==> src/rtl/mrff_pkg.sv <==
// Package for the Modbus RTU response frame finder: types, constants, CRC step.
// Depends on nothing.
`default_nettype none
package mrff_pkg;
  localparam int BufDepthDef = 256;
  localparam int ReqDepthDef = 4;
  localparam int MaxResults = 64;
  localparam logic [13:0] IdLow = 14'h1000;
  localparam logic [13:0] IdHigh = 14'h2000;
  localparam logic [15:0] CrcInit = 16'hFFFF;
  localparam logic [15:0] CrcPoly = 16'hA001;
  localparam logic [7:0] ExcMask = 8'h7F;

  typedef enum logic [1:0] {
    ActRx = 2'd0,
    ActReq = 2'd1,
    ActScan = 2'd2,
    ActClear = 2'd3
  } action_e;

  typedef struct packed {
    logic [1:0] action;
    logic [7:0] data_byte;
    logic [7:0] req_address;
    logic [7:0] req_function;
    logic [12:0] req_id;
  } cmd_t;

  typedef struct packed {
    logic [7:0] frame_start;
    logic [8:0] frame_length;
    logic [13:0] frame_id;
    logic matched;
    logic none_found;
    logic overflow;
    logic last;
  } res_t;

  function automatic logic [15:0] crc_feed(input logic [15:0] crc, input logic [7:0] b);
    logic [15:0] c;
    c = crc ^ {8'h00, b};
    for (int k = 0; k < 8; k++) begin
      c = c[0] ? ((c >> 1) ^ CrcPoly) : (c >> 1);
    end
    return c;
  endfunction
endpackage
`default_nettype wire

==> src/rtl/modbus_rtu_response_frame_finder_top.sv <==
// Modbus RTU response frame finder: a byte store scanned for CRC-16 framed spans.
// Receive, request and clear transfers pass a two-entry queue and reach the engine the cycle
// after their transfer; the idle engine takes one per cycle. A scan holds the engine through
// each start position and each start and end pair, paced by the single-port byte store read
// once per step, and through the request lookup for each frame found; meanwhile the queue
// fills and stalls the input. One result is held back so that the last one can carry its
// flag, a waiting result stalls the scan, and no command is taken until the final result of
// a scan has been transferred.
// Depends on mrff_pkg, mrff_cmd_fifo and mrff_engine.
`default_nettype none
module modbus_rtu_response_frame_finder_top #(
  parameter int BufDepth = mrff_pkg::BufDepthDef,
  parameter int ReqDepth = mrff_pkg::ReqDepthDef
) (
  input  wire logic clk_i,
  input  wire logic rst_ni,
  input  wire logic s_axis_tvalid,
  output logic s_axis_tready,
  // action[1:0]
  input  wire logic [1:0] s_axis_tuser,
  // data_byte[7:0], req_address[15:8], req_function[23:16], req_id[36:24], zero fill
  input  wire logic [39:0] s_axis_tdata,
  output logic m_axis_tvalid,
  input  wire logic m_axis_tready,
  // frame_start[7:0], frame_length[16:8], frame_id[30:17], matched, none_found, overflow
  output logic [39:0] m_axis_tdata,
  output logic m_axis_tlast
);
  import mrff_pkg::*;
  cmd_t in_cmd, q_cmd;
  res_t res;
  logic q_valid, q_ready;

  assign in_cmd = '{s_axis_tuser, s_axis_tdata[7:0], s_axis_tdata[15:8],
                    s_axis_tdata[23:16], s_axis_tdata[36:24]};

  mrff_cmd_fifo u_fifo (
    .clk_i, .rst_ni,
    .in_valid_i(s_axis_tvalid), .in_ready_o(s_axis_tready), .in_cmd_i(in_cmd),
    .out_valid_o(q_valid), .out_ready_i(q_ready), .out_cmd_o(q_cmd)
  );

  mrff_engine #(.BufDepth(BufDepth), .ReqDepth(ReqDepth)) u_engine (
    .clk_i, .rst_ni,
    .cmd_valid_i(q_valid), .cmd_ready_o(q_ready), .cmd_i(q_cmd),
    .res_valid_o(m_axis_tvalid), .res_ready_i(m_axis_tready), .res_o(res)
  );

  assign m_axis_tdata = {6'd0, res.overflow, res.none_found, res.matched, res.frame_id,
                         res.frame_length, res.frame_start};
  assign m_axis_tlast = res.last;
endmodule
`default_nettype wire

==> src/rtl/mrff_cmd_fifo.sv <==
// Two-entry command queue between the input side and the scan engine.
// Depends on mrff_pkg.
`default_nettype none
module mrff_cmd_fifo (
  input  wire logic clk_i,
  input  wire logic rst_ni,
  input  wire logic in_valid_i,
  output logic in_ready_o,
  input  wire mrff_pkg::cmd_t in_cmd_i,
  output logic out_valid_o,
  input  wire logic out_ready_i,
  output mrff_pkg::cmd_t out_cmd_o
);
  import mrff_pkg::*;
  cmd_t mem_q [2];
  logic wp_q, rp_q;
  logic [1:0] cnt_q;
  logic push, pop;
  assign in_ready_o = (cnt_q != 2'd2);
  assign out_valid_o = (cnt_q != 2'd0);
  assign out_cmd_o = mem_q[rp_q];
  assign push = in_valid_i && in_ready_o;
  assign pop = out_valid_o && out_ready_i;
  always_ff @(posedge clk_i) begin
    if (push) begin
      mem_q[wp_q] <= in_cmd_i;
    end
  end
  always_ff @(posedge clk_i or negedge rst_ni) begin
    if (!rst_ni) begin
      wp_q <= 1'b0;
      rp_q <= 1'b0;
      cnt_q <= 2'd0;
    end else begin
      if (push) wp_q <= ~wp_q;
      if (pop) rp_q <= ~rp_q;
      cnt_q <= cnt_q + {1'b0, push} - {1'b0, pop};
    end
  end
endmodule
`default_nettype wire

==> src/rtl/mrff_engine.sv <==
// Back end: byte store, request table and the scanning sequencer.
// Depends on mrff_pkg.
`default_nettype none
module mrff_engine #(
  parameter int BufDepth = mrff_pkg::BufDepthDef,
  parameter int ReqDepth = mrff_pkg::ReqDepthDef
) (
  input  wire logic clk_i,
  input  wire logic rst_ni,
  input  wire logic cmd_valid_i,
  output logic cmd_ready_o,
  input  wire mrff_pkg::cmd_t cmd_i,
  output logic res_valid_o,
  input  wire logic res_ready_i,
  output mrff_pkg::res_t res_o
);
  import mrff_pkg::*;
  localparam int AW = $clog2(BufDepth);
  localparam int CW = AW + 1;
  localparam int RW = (ReqDepth > 1) ? $clog2(ReqDepth) : 1;
  localparam int RCW = $clog2(ReqDepth + 1);

  typedef enum logic [8:0] {
    StIdle = 9'b000000001,
    StRdA  = 9'b000000010,
    StRdB  = 9'b000000100,
    StFeed = 9'b000001000,
    StChk1 = 9'b000010000,
    StChk2 = 9'b000100000,
    StMatch = 9'b001000000,
    StEmit = 9'b010000000,
    StDone = 9'b100000000
  } state_e;

  state_e st_q, st_d;
  logic [7:0] mem [BufDepth];
  logic [7:0] rd_q;
  logic [AW-1:0] raddr;
  logic [7:0] ra_q [ReqDepth];
  logic [7:0] rf_q [ReqDepth];
  logic [12:0] ri_q [ReqDepth];
  logic [CW-1:0] rx_cnt_q;
  logic [RCW-1:0] req_cnt_q;
  logic [13:0] uid_q;
  logic [CW-1:0] s_q, e_q;
  logic [15:0] crc_q;
  logic [7:0] a_q, f_q, lo_q;
  logic [6:0] n_q;
  logic [RW-1:0] mi_q;
  logic [RCW-1:0] mcnt_q;
  logic has_q;
  res_t res_q, pend_q;
  logic res_v_q;
  logic [1:0] sub_q;
  logic [CW-1:0] len;

  assign st_d = st_q;
  assign res_valid_o = res_v_q;
  assign res_o = res_q;
  assign cmd_ready_o = (st_d == StIdle) && !res_v_q;
  assign len = e_q - s_q + CW'(1);

  always_ff @(posedge clk_i) begin
    if (st_q == StIdle && cmd_valid_i && cmd_ready_o && cmd_i.action == ActRx &&
        rx_cnt_q < CW'(BufDepth)) begin
      mem[rx_cnt_q[AW-1:0]] <= cmd_i.data_byte;
    end
    rd_q <= mem[raddr];
  end

  // Read address per state; the data is registered into rd_q and returns in the next cycle.
  always_comb begin
    raddr = s_q[AW-1:0];
    unique case (st_q)
      StRdB: raddr = s_q[AW-1:0] + AW'(1);
      StFeed: raddr = (sub_q == 2'd0) ? AW'(e_q - CW'(2)) : AW'(e_q - CW'(1));
      StChk1: raddr = e_q[AW-1:0];
      default: raddr = s_q[AW-1:0];
    endcase
  end

  always_ff @(posedge clk_i or negedge rst_ni) begin
    if (!rst_ni) begin
      st_q <= StIdle;
      rx_cnt_q <= '0;
      req_cnt_q <= '0;
      uid_q <= IdLow;
      res_v_q <= 1'b0;
      has_q <= 1'b0;
      n_q <= '0;
      sub_q <= '0;
      ra_q <= '{default: '0};
      rf_q <= '{default: '0};
      ri_q <= '{default: '0};
      s_q <= '0;
      e_q <= '0;
      crc_q <= '0;
      a_q <= '0;
      f_q <= '0;
      lo_q <= '0;
      mi_q <= '0;
      mcnt_q <= '0;
      res_q <= '0;
      pend_q <= '0;
    end else begin
      if (res_v_q && res_ready_i && st_q != StDone) res_v_q <= 1'b0;
      unique case (st_q)
        StIdle: begin
          if (cmd_valid_i && cmd_ready_o) begin
            unique case (cmd_i.action)
              ActRx: if (rx_cnt_q < CW'(BufDepth)) rx_cnt_q <= rx_cnt_q + CW'(1);
              ActReq: if (req_cnt_q < RCW'(ReqDepth)) begin
                ra_q[req_cnt_q[RW-1:0]] <= cmd_i.req_address;
                rf_q[req_cnt_q[RW-1:0]] <= cmd_i.req_function;
                ri_q[req_cnt_q[RW-1:0]] <= cmd_i.req_id;
                req_cnt_q <= req_cnt_q + RCW'(1);
              end
              ActScan: begin
                s_q <= '0;
                n_q <= '0;
                has_q <= 1'b0;
                st_q <= StRdA;
              end
              default: begin
                rx_cnt_q <= '0;
                req_cnt_q <= '0;
              end
            endcase
          end
        end
        StRdA: begin
          // Starts a new start position: s_q is read this cycle.
          if (s_q + CW'(2) >= rx_cnt_q) begin
            st_q <= StDone;
          end else begin
            st_q <= StRdB;
          end
        end
        StRdB: begin
          a_q <= rd_q;
          e_q <= s_q + CW'(2);
          crc_q <= CrcInit;
          sub_q <= 2'd0;
          st_q <= StFeed;
        end
        StFeed: begin
          // sub 0: capture f on first pass, issue read of e-2; sub 1: feed the CRC, issue e-1.
          if (sub_q == 2'd0) begin
            if (e_q == s_q + CW'(2)) f_q <= rd_q & ExcMask;
            sub_q <= 2'd1;
          end else begin
            crc_q <= crc_feed(crc_q, rd_q);
            sub_q <= 2'd0;
            st_q <= StChk1;
          end
        end
        StChk1: begin
          lo_q <= rd_q;
          st_q <= StChk2;
        end
        StChk2: begin
          if (len >= CW'(4) && lo_q == crc_q[7:0] && rd_q == crc_q[15:8]) begin
            if (n_q == 7'(MaxResults)) begin
              res_q <= '{pend_q.frame_start, pend_q.frame_length, pend_q.frame_id,
                         pend_q.matched, 1'b0, 1'b1, 1'b1};
              has_q <= 1'b0;
              res_v_q <= 1'b1;
              st_q <= StEmit;
              n_q <= 7'(MaxResults + 1);
            end else begin
              mi_q <= '0;
              mcnt_q <= '0;
              st_q <= StMatch;
            end
          end else begin
            st_q <= StEmit;
          end
        end
        StMatch: begin
          if (mcnt_q < req_cnt_q && RCW'(mi_q) == mcnt_q &&
              ra_q[mi_q] == a_q && (rf_q[mi_q] & ExcMask) == f_q) begin
            pend_q <= '{8'(s_q), 9'(len), {1'b0, ri_q[mi_q]}, 1'b1, 1'b0, 1'b0, 1'b0};
            if (has_q) begin
              res_q <= pend_q;
              res_v_q <= 1'b1;
            end
            has_q <= 1'b1;
            n_q <= n_q + 7'd1;
            st_q <= StEmit;
          end else if (mcnt_q + RCW'(1) >= req_cnt_q ||
                       mcnt_q + RCW'(1) >= RCW'(ReqDepth)) begin
            if (uid_q < IdLow || uid_q > IdHigh) begin
              pend_q <= '{8'(s_q), 9'(len), IdLow, 1'b0, 1'b0, 1'b0, 1'b0};
              uid_q <= IdLow + 14'd1;
            end else begin
              pend_q <= '{8'(s_q), 9'(len), uid_q, 1'b0, 1'b0, 1'b0, 1'b0};
              uid_q <= uid_q + 14'd1;
            end
            if (has_q) begin
              res_q <= pend_q;
              res_v_q <= 1'b1;
            end
            has_q <= 1'b1;
            n_q <= n_q + 7'd1;
            st_q <= StEmit;
          end else begin
            mcnt_q <= mcnt_q + RCW'(1);
            mi_q <= mi_q + RW'(1);
          end
        end
        StEmit: begin
          // Wait for the output register, then end an overflowed scan or advance to next end or start.
          if (!res_v_q || res_ready_i) begin
            if (n_q == 7'(MaxResults + 1)) begin
              st_q <= StIdle;
            end else if (e_q + CW'(1) < rx_cnt_q) begin
              e_q <= e_q + CW'(1);
              st_q <= StFeed;
            end else begin
              s_q <= s_q + CW'(1);
              st_q <= StRdA;
            end
          end
        end
        StDone: begin
          if (!res_v_q || res_ready_i) begin
            if (has_q) begin
              res_q <= '{pend_q.frame_start, pend_q.frame_length, pend_q.frame_id,
                         pend_q.matched, 1'b0, 1'b0, 1'b1};
            end else begin
              res_q <= '{8'd0, 9'd0, 14'd0, 1'b0, 1'b1, 1'b0, 1'b1};
            end
            res_v_q <= 1'b1;
            st_q <= StIdle;
          end
        end
        default: st_q <= StIdle;
      endcase
    end
  end
endmodule
`default_nettype wire

==> config.mk <==
export PLATFORM = sky130hd
export DESIGN_NAME = modbus_rtu_response_frame_finder_top
export DESIGN_NICKNAME = d
export VERILOG_FILES = /design/src/rtl/mrff_pkg.sv /design/src/rtl/modbus_rtu_response_frame_finder_top.sv /design/src/rtl/mrff_cmd_fifo.sv /design/src/rtl/mrff_engine.sv
export SDC_FILE = /design/constraint.sdc
export NUM_CORES = 2
export LEC_CHECK = 0
export BUFFER_PORTS_ARGS = -buffer_cell sky130_fd_sc_hd__buf_4
export CAP_MARGIN = 20
export CORE_MARGIN = 3
export CORE_UTILIZATION = 55
export DETAILED_ROUTE_END_ITERATION = 7
export PLACE_DENSITY = 0.71
export SLEW_MARGIN = 0
export SYNTH_ARGS = -nofsm -noshare
export SYNTH_HDL_FRONTEND = slang
export SYNTH_SLANG_ARGS = --single-unit
==> constraint.sdc <==
create_clock -name clk_i -period 5.9 [get_ports clk_i]
set_input_delay 0.885 -clock clk_i [delete_from_list [all_inputs] [get_ports clk_i]]
set_output_delay 0.885 -clock clk_i [all_outputs]
set_load 0.05 [all_outputs]
# ---- After elaboration in Yosys (flattened, before gate mapping)
# Memory sizes are Yosys's and may differ from the RTL's. A register that Yosys moved wholly into a read port is not among the register bits.
# Cells that the tools add are included.
dict set report classes {
  n_addsub 16
  n_lt_le_gt_ge 13
  n_eq_ne 37
  mux 105
  bitwise_logic 16
  reduce_logical 44
}
# cell n
set op_table {}
lappend op_table {{$mux 35} 9}
lappend op_table {{$mux 9} 18}
lappend op_table {{$mux 16} 9}
lappend op_table {{$pmux 35 s3} 1}
lappend op_table {{$pmux 9 s9} 1}
lappend op_table {{$bwmux 32} 2}
lappend op_table {{$mux 7} 8}
lappend op_table {{$pmux 9 s2} 3}
lappend op_table {{$bwmux 52} 1}
lappend op_table {{$mux 8} 6}
lappend op_table {{$mux 13} 3}
lappend op_table {{$add 9x1->9 const B} 4}
lappend op_table {{$bmux 8 s2} 2}
lappend op_table {{$pmux 16 s2} 1}
lappend op_table {{$not 2->3} 10}
lappend op_table {{$bmux 13 s2} 1}
lappend op_table {{$demux 13 s2} 1}
lappend op_table {{$eq 8x8->1} 3}
lappend op_table {{$pmux 8 s3} 1}
lappend op_table {{$pmux 7 s3} 1}
lappend op_table {{$ne 2x2->1 const B} 10}
lappend op_table {{$mux 1} 18}
lappend op_table {{$mux 18} 1}
lappend op_table {{$reduce_and 6->1} 3}
lappend op_table {{61 further kinds} 114}
dict set report totals {
  reg_bits 298
  mem_bits_rw 2126
  in_bits 46
  output_inout_bits 43
  elab_cells 278
  memories 2
}
# name depth word_bits rd rd_clocked_by_memory_dff wr line_no
set memory_table {}
lappend memory_table {u_engine.mem 256 8 1 1 1 mrff_engine.sv:36} ;# logic [7:0] mem [BufDepth];
lappend memory_table {u_fifo.mem_q 2 39 1 0 1 mrff_cmd_fifo.sv:15} ;# cmd_t mem_q [2];

# ---- Depth between registers and ports, before layout
dict set report depth {
  word_depth 19
  depth_mapped 18
  depth_no_buf 16
}

# ---- Cells and area by module
# A second synthesis with hierarchy kept.
dict set report hier_totals {
  hier_cells 7356
  hier_area_um2 101712.6
}
# mod instances cells_per_inst area_per_inst_um2 seq_area_each_um2
set by_module_without_submodules {}
lappend by_module_without_submodules {mrff_engine 1 7211 98638.4 68818.5}
lappend by_module_without_submodules {mrff_cmd_fifo 1 138 3025.4 2442.3}
lappend by_module_without_submodules {modbus_rtu_response_frame_finder_top 1 7 48.8 0.0}

# ---- Least setup slack after synthesis
# OpenSTA, ideal clock, no wires.
dict set report synth_timing {
  kind {register to register}
  startpoint {reg u_fifo.rp_q}
  endpoint {mem u_engine.mem[0][1] (data pin)}
  arrival_time_ns 3.178
  slack_ns 2.167
  stages_incl_launch_ff 5
  synth_period_minus_slack_ns 3.733
  path_cell_list {dfrtp_1 > clkbuf_1 > clkbuf_1 > buf_1 > mux2_2}
}
# item line_no
set synth_rtl {}
lappend synth_rtl {{start, declared} mrff_cmd_fifo.sv:16} ;# logic wp_q, rp_q;
lappend synth_rtl {{start signal, assigned} mrff_cmd_fifo.sv:36} ;# if (pop) rp_q <= ~rp_q;
lappend synth_rtl {{end, declared} mrff_engine.sv:36}

# ---- Worst setup path after layout
dict set report layout_timing {
  startpoint {reg u_engine.st_q[2], in the netlist u_engine.st_d[2]}
  endpoint {reg u_engine.rd_q[6] (read register of u_engine.mem)}
}
dict set report layout_via {
  elab_chain_len 2
  word_cells_on_any_way 4
  cone_classes {eq/ne (3); mux (1)}
}
# item line_no
set layout_rtl {}
lappend layout_rtl {{start, declared} mrff_engine.sv:35} ;# state_e st_q, st_d;
lappend layout_rtl {{start signal, assigned} mrff_engine.sv:84} ;# st_q <= StIdle;
lappend layout_rtl {{start signal, assigned} mrff_engine.sv:122} ;# st_q <= StRdA;
lappend layout_rtl {{start signal, assigned} mrff_engine.sv:134} ;# st_q <= StDone;
lappend layout_rtl {{$eq 9x5->1, or another cell as far along} mrff_engine.sv:74} ;# unique case (st_q)
lappend layout_rtl {{$pmux 8 s3 (*)} mrff_engine.sv:74}
lappend layout_rtl {{end, declared} mrff_engine.sv:37} ;# logic [7:0] rd_q;
# Every way passes the cells marked *; elsewhere a longest branch is shown, timed or not.
# A chain may end at the register's enable or synchronous reset.

==> qor.csv <==
metric,value,unit
dpl cell area,104000,um^2
Most used DFF post-synth,edfxtp_1,
global-route wire length before repair,384000,um
TritonCTS clock tree,yes,
grt ovf,0,
Clock Tree Root,clkbuf_16,
Lkg Pwr,40.0,nW
fin worst setup slack,494,ps
largest net degree at the start of global routing,158,
Post-synth ARST share,0.120,
fin area,111000,um^2
top area cells in the synthesized netlist,"edfxtp_1, dfrtp_1, mux4_2, mux2i_1, nand2_1",
CTS Hold Buffers Added,0,
HPWL after DPL,158000,um
initial DRC count,8363,
Die Span Y,432,um
hold crit path type,input port to asynchronous set/reset pin,
synth unique cells,99,
share of cells above drive strength 1,0.165,
non-filler instance count after layout,8998,
arrival time worst endpoint,6110,ps
drt drc,0,
all-layer global routing usage,0.278,
Vias,58700,
ANT nets after route,0,
final WL,260000,um
worst reg2reg setup slack,490,ps
switching part of the total,0.268,
FF+latch area,71200,um^2
Setup-failing EPs final,0,
Avg Vias per Cell,6.52,
Seq cells post-synth,2422,
syn avg cell area,16.0,um^2
startpoint class of the critical path,register,
"Setup Fix Bufs, Post-CTS",0,
Clock power frac,0.344,
"top cells by count, synth","edfxtp_1, nand2_1, mux2i_1, nor2_1, dfrtp_1",
max-cap viol count,0,
Layout Skew,33.0,ps
die width,432,um
Total Power,42.5,mW
Final nets,6557,
Final Cycle Share,0.916,
Sum Neg Setup Slack,0,ps
post-cts sizing count,0,
FILL cells,12600,
DRT Pass-1 Iters,6,
DR WL/cell,28.9,um
Clock transition at path regs,60,ps
# IOs,89,
CTS buffer count,235,
Setup WS pre-CTS,647,ps
synth warn,0,
Area growth syn-to-layout,11.7,%
CP required,6610,ps
RePlAce Congestion,0.920,
Core ar.,179000,um^2
placed insts,8563,
RSZ-0062 raised after global routing,no,
Worst-Margin Slew,1170,ps
H-tree depth,4,
Post-synth EDFFs,2124,
Critical Path End Type,register,
largest area contributor in the netlist,edfxtp_1,
"Cell Area, Synth",99800,um^2
site row count,155,
share of the synthesized area in the top cell type,0.639,
Max VDD drop,0.436,mV
Final Hold Viols,0,
max-slew violation count,0,
"critical path fanouts, max",52,
clk_lat worst skew,850,ps
input/output buffers,78,
Logic pwr share,0.144,
post-synthesis sequential area ratio,0.714,
initial antenna violation count,12,
Die Footprint,187000,um^2
Tmin final,5410,ps
Worst slew margin,0.200,
switching pwr,11.4,mW
Max clock buf depth,3,
CP Class,register to register,
fmax,185,MHz
starting density of the core,0.556,
clk sinks,2422,
synthesized instance count,6246,
status,finished clean,
Flop pwr share,0.512,
top-count cell post-synth,edfxtp_1,
internal power,31.1,mW
pwr dens,381,nW/um^2
Multi-input gate area,26200,um^2
vias in the first global route,57300,
-- cells in the final DEF, fill, tap and decap left out, types with 31 or more instances in the layout --
master,instances
a211oi_1,46
a21oi_1,124
a221oi_1,32
buf_12,35
buf_4,321
clkbuf_1,47
clkbuf_16,239
clkinv_1,52
clkinv_2,42
dfrtp_1,286
edfxtp_1,2124
ha_1,64
inv_1,125
mux2_2,38
mux2i_1,487
mux4_2,270
nand2_1,551
nand3_1,120
nor2_1,393
nor3_1,131
nor4_1,32
o21ai_0,256
o221a_2,31
o221ai_1,82
o22ai_1,52
xnor2_1,73
xor2_1,35
-- sequential cells by signal (all words and copies together), names as in the netlist, 9 cells and up --
register	count
u_engine.crc_q	16
u_engine.e_q	9
u_engine.mem	2048
u_engine.pend_q	32
u_engine.ra_q	32
u_engine.res_o	35
u_engine.rf_q	28
u_engine.ri_q	52
u_engine.rx_cnt_q	9
u_engine.s_q	9
u_engine.st_d	9
u_engine.uid_q	14
u_fifo.mem_q	76
-- stage by stage --
step / utilization / hold WS (ps)
2_1_floorplan: - / 445
3_3_place_gp: 0.579 / 457
3_5_place_dp: 0.580 / 468
4_1_cts: 0.621 / 130
5_1_grt: 0.621 / 152
6_report: 0.621 / 120
-- final cells by class --
class	instances	area share
diodes	7	0.000157
clock buffers	290	0.0557
clock inverters	137	0.0110
inverters	125	0.00421
multi-input cells	3301	0.235
flip-flops and latches	2422	0.639
well taps	2355	0.0264
repair buffers	361	0.0287
-- critical path, cell delays in order (launching register included) --
cell       delay, ps
dfrtp_1          650
or3b_1           560
o211ai_2         110
and4_4           920
buf_12           410
buf_4            350
mux2i_1          260
o221a_2          230
a32oi_1          110
a2111o_1         670
a2111oi_2        750
o31ai_1          160
-- final timing paths --
kind | startpoint | end | cells after the start
max | u_engine.st_d[2]$_DFFE_PN0P_ | u_engine.rd_q[6]$_DFF_P_ | 11
min | rst_ni | u_engine.ri_q[20]$_DFFE_PN0P_ | 1
max reg2reg | u_engine.st_d[2]$_DFFE_PN0P_ | u_engine.rd_q[6]$_DFF_P_ | 11
min reg2reg | u_engine.ri_q[33]$_DFFE_PN0P_ | u_engine.ri_q[33]$_DFFE_PN0P_ | 2
max in group asynchronous | rst_ni | u_fifo.rp_q$_DFFE_PN0P_ | 2
min in group clk_i | s_axis_tdata[22] | u_fifo.mem_q[1][19]$_DFFE_PP_ | 1
-- power groups by stage --
stage | registers, mW | logic (mW) | clock network [mW]
4_1_cts | 21.7 | 6.11 | 14.8
6_report | 21.7 | 6.12 | 14.6
3_5_place_dp | 22.1 | 6.09 | 0
2_1_floorplan | 22.5 | 3.27 | 0
3_3_place_gp | 22.0 | 5.85 | 0
5_1_grt | 21.8 | 6.61 | 15.5
-- metal layers --
layer	wire length [um]	vias to the layer above	global-route usage	share of wire
met2	120000	3505	0.423	0.46
li1	-	24800	-	-
met3	28700	612	0.0634	0.11
met5	27	-	0	0.00010
met4	11200	4	0.112	0.043
met1	101000	29800	0.394	0.39
-- kinds of logic after synthesis --
family                     count (synthesis)  share of synthesized area
buffers and inverters                    528                     0.0267
and+or+nand+nor                         1371                     0.0600
AOI/OAI and AO/OA                        948                     0.0668
DFF                                     2422                      0.714
other                                      1                  0.0000376
xor gates and xnor gates                 108                    0.00948
muxes                                    803                      0.115
adders and majority gates                 65                    0.00823
Power figures use the tool's default switching activity.
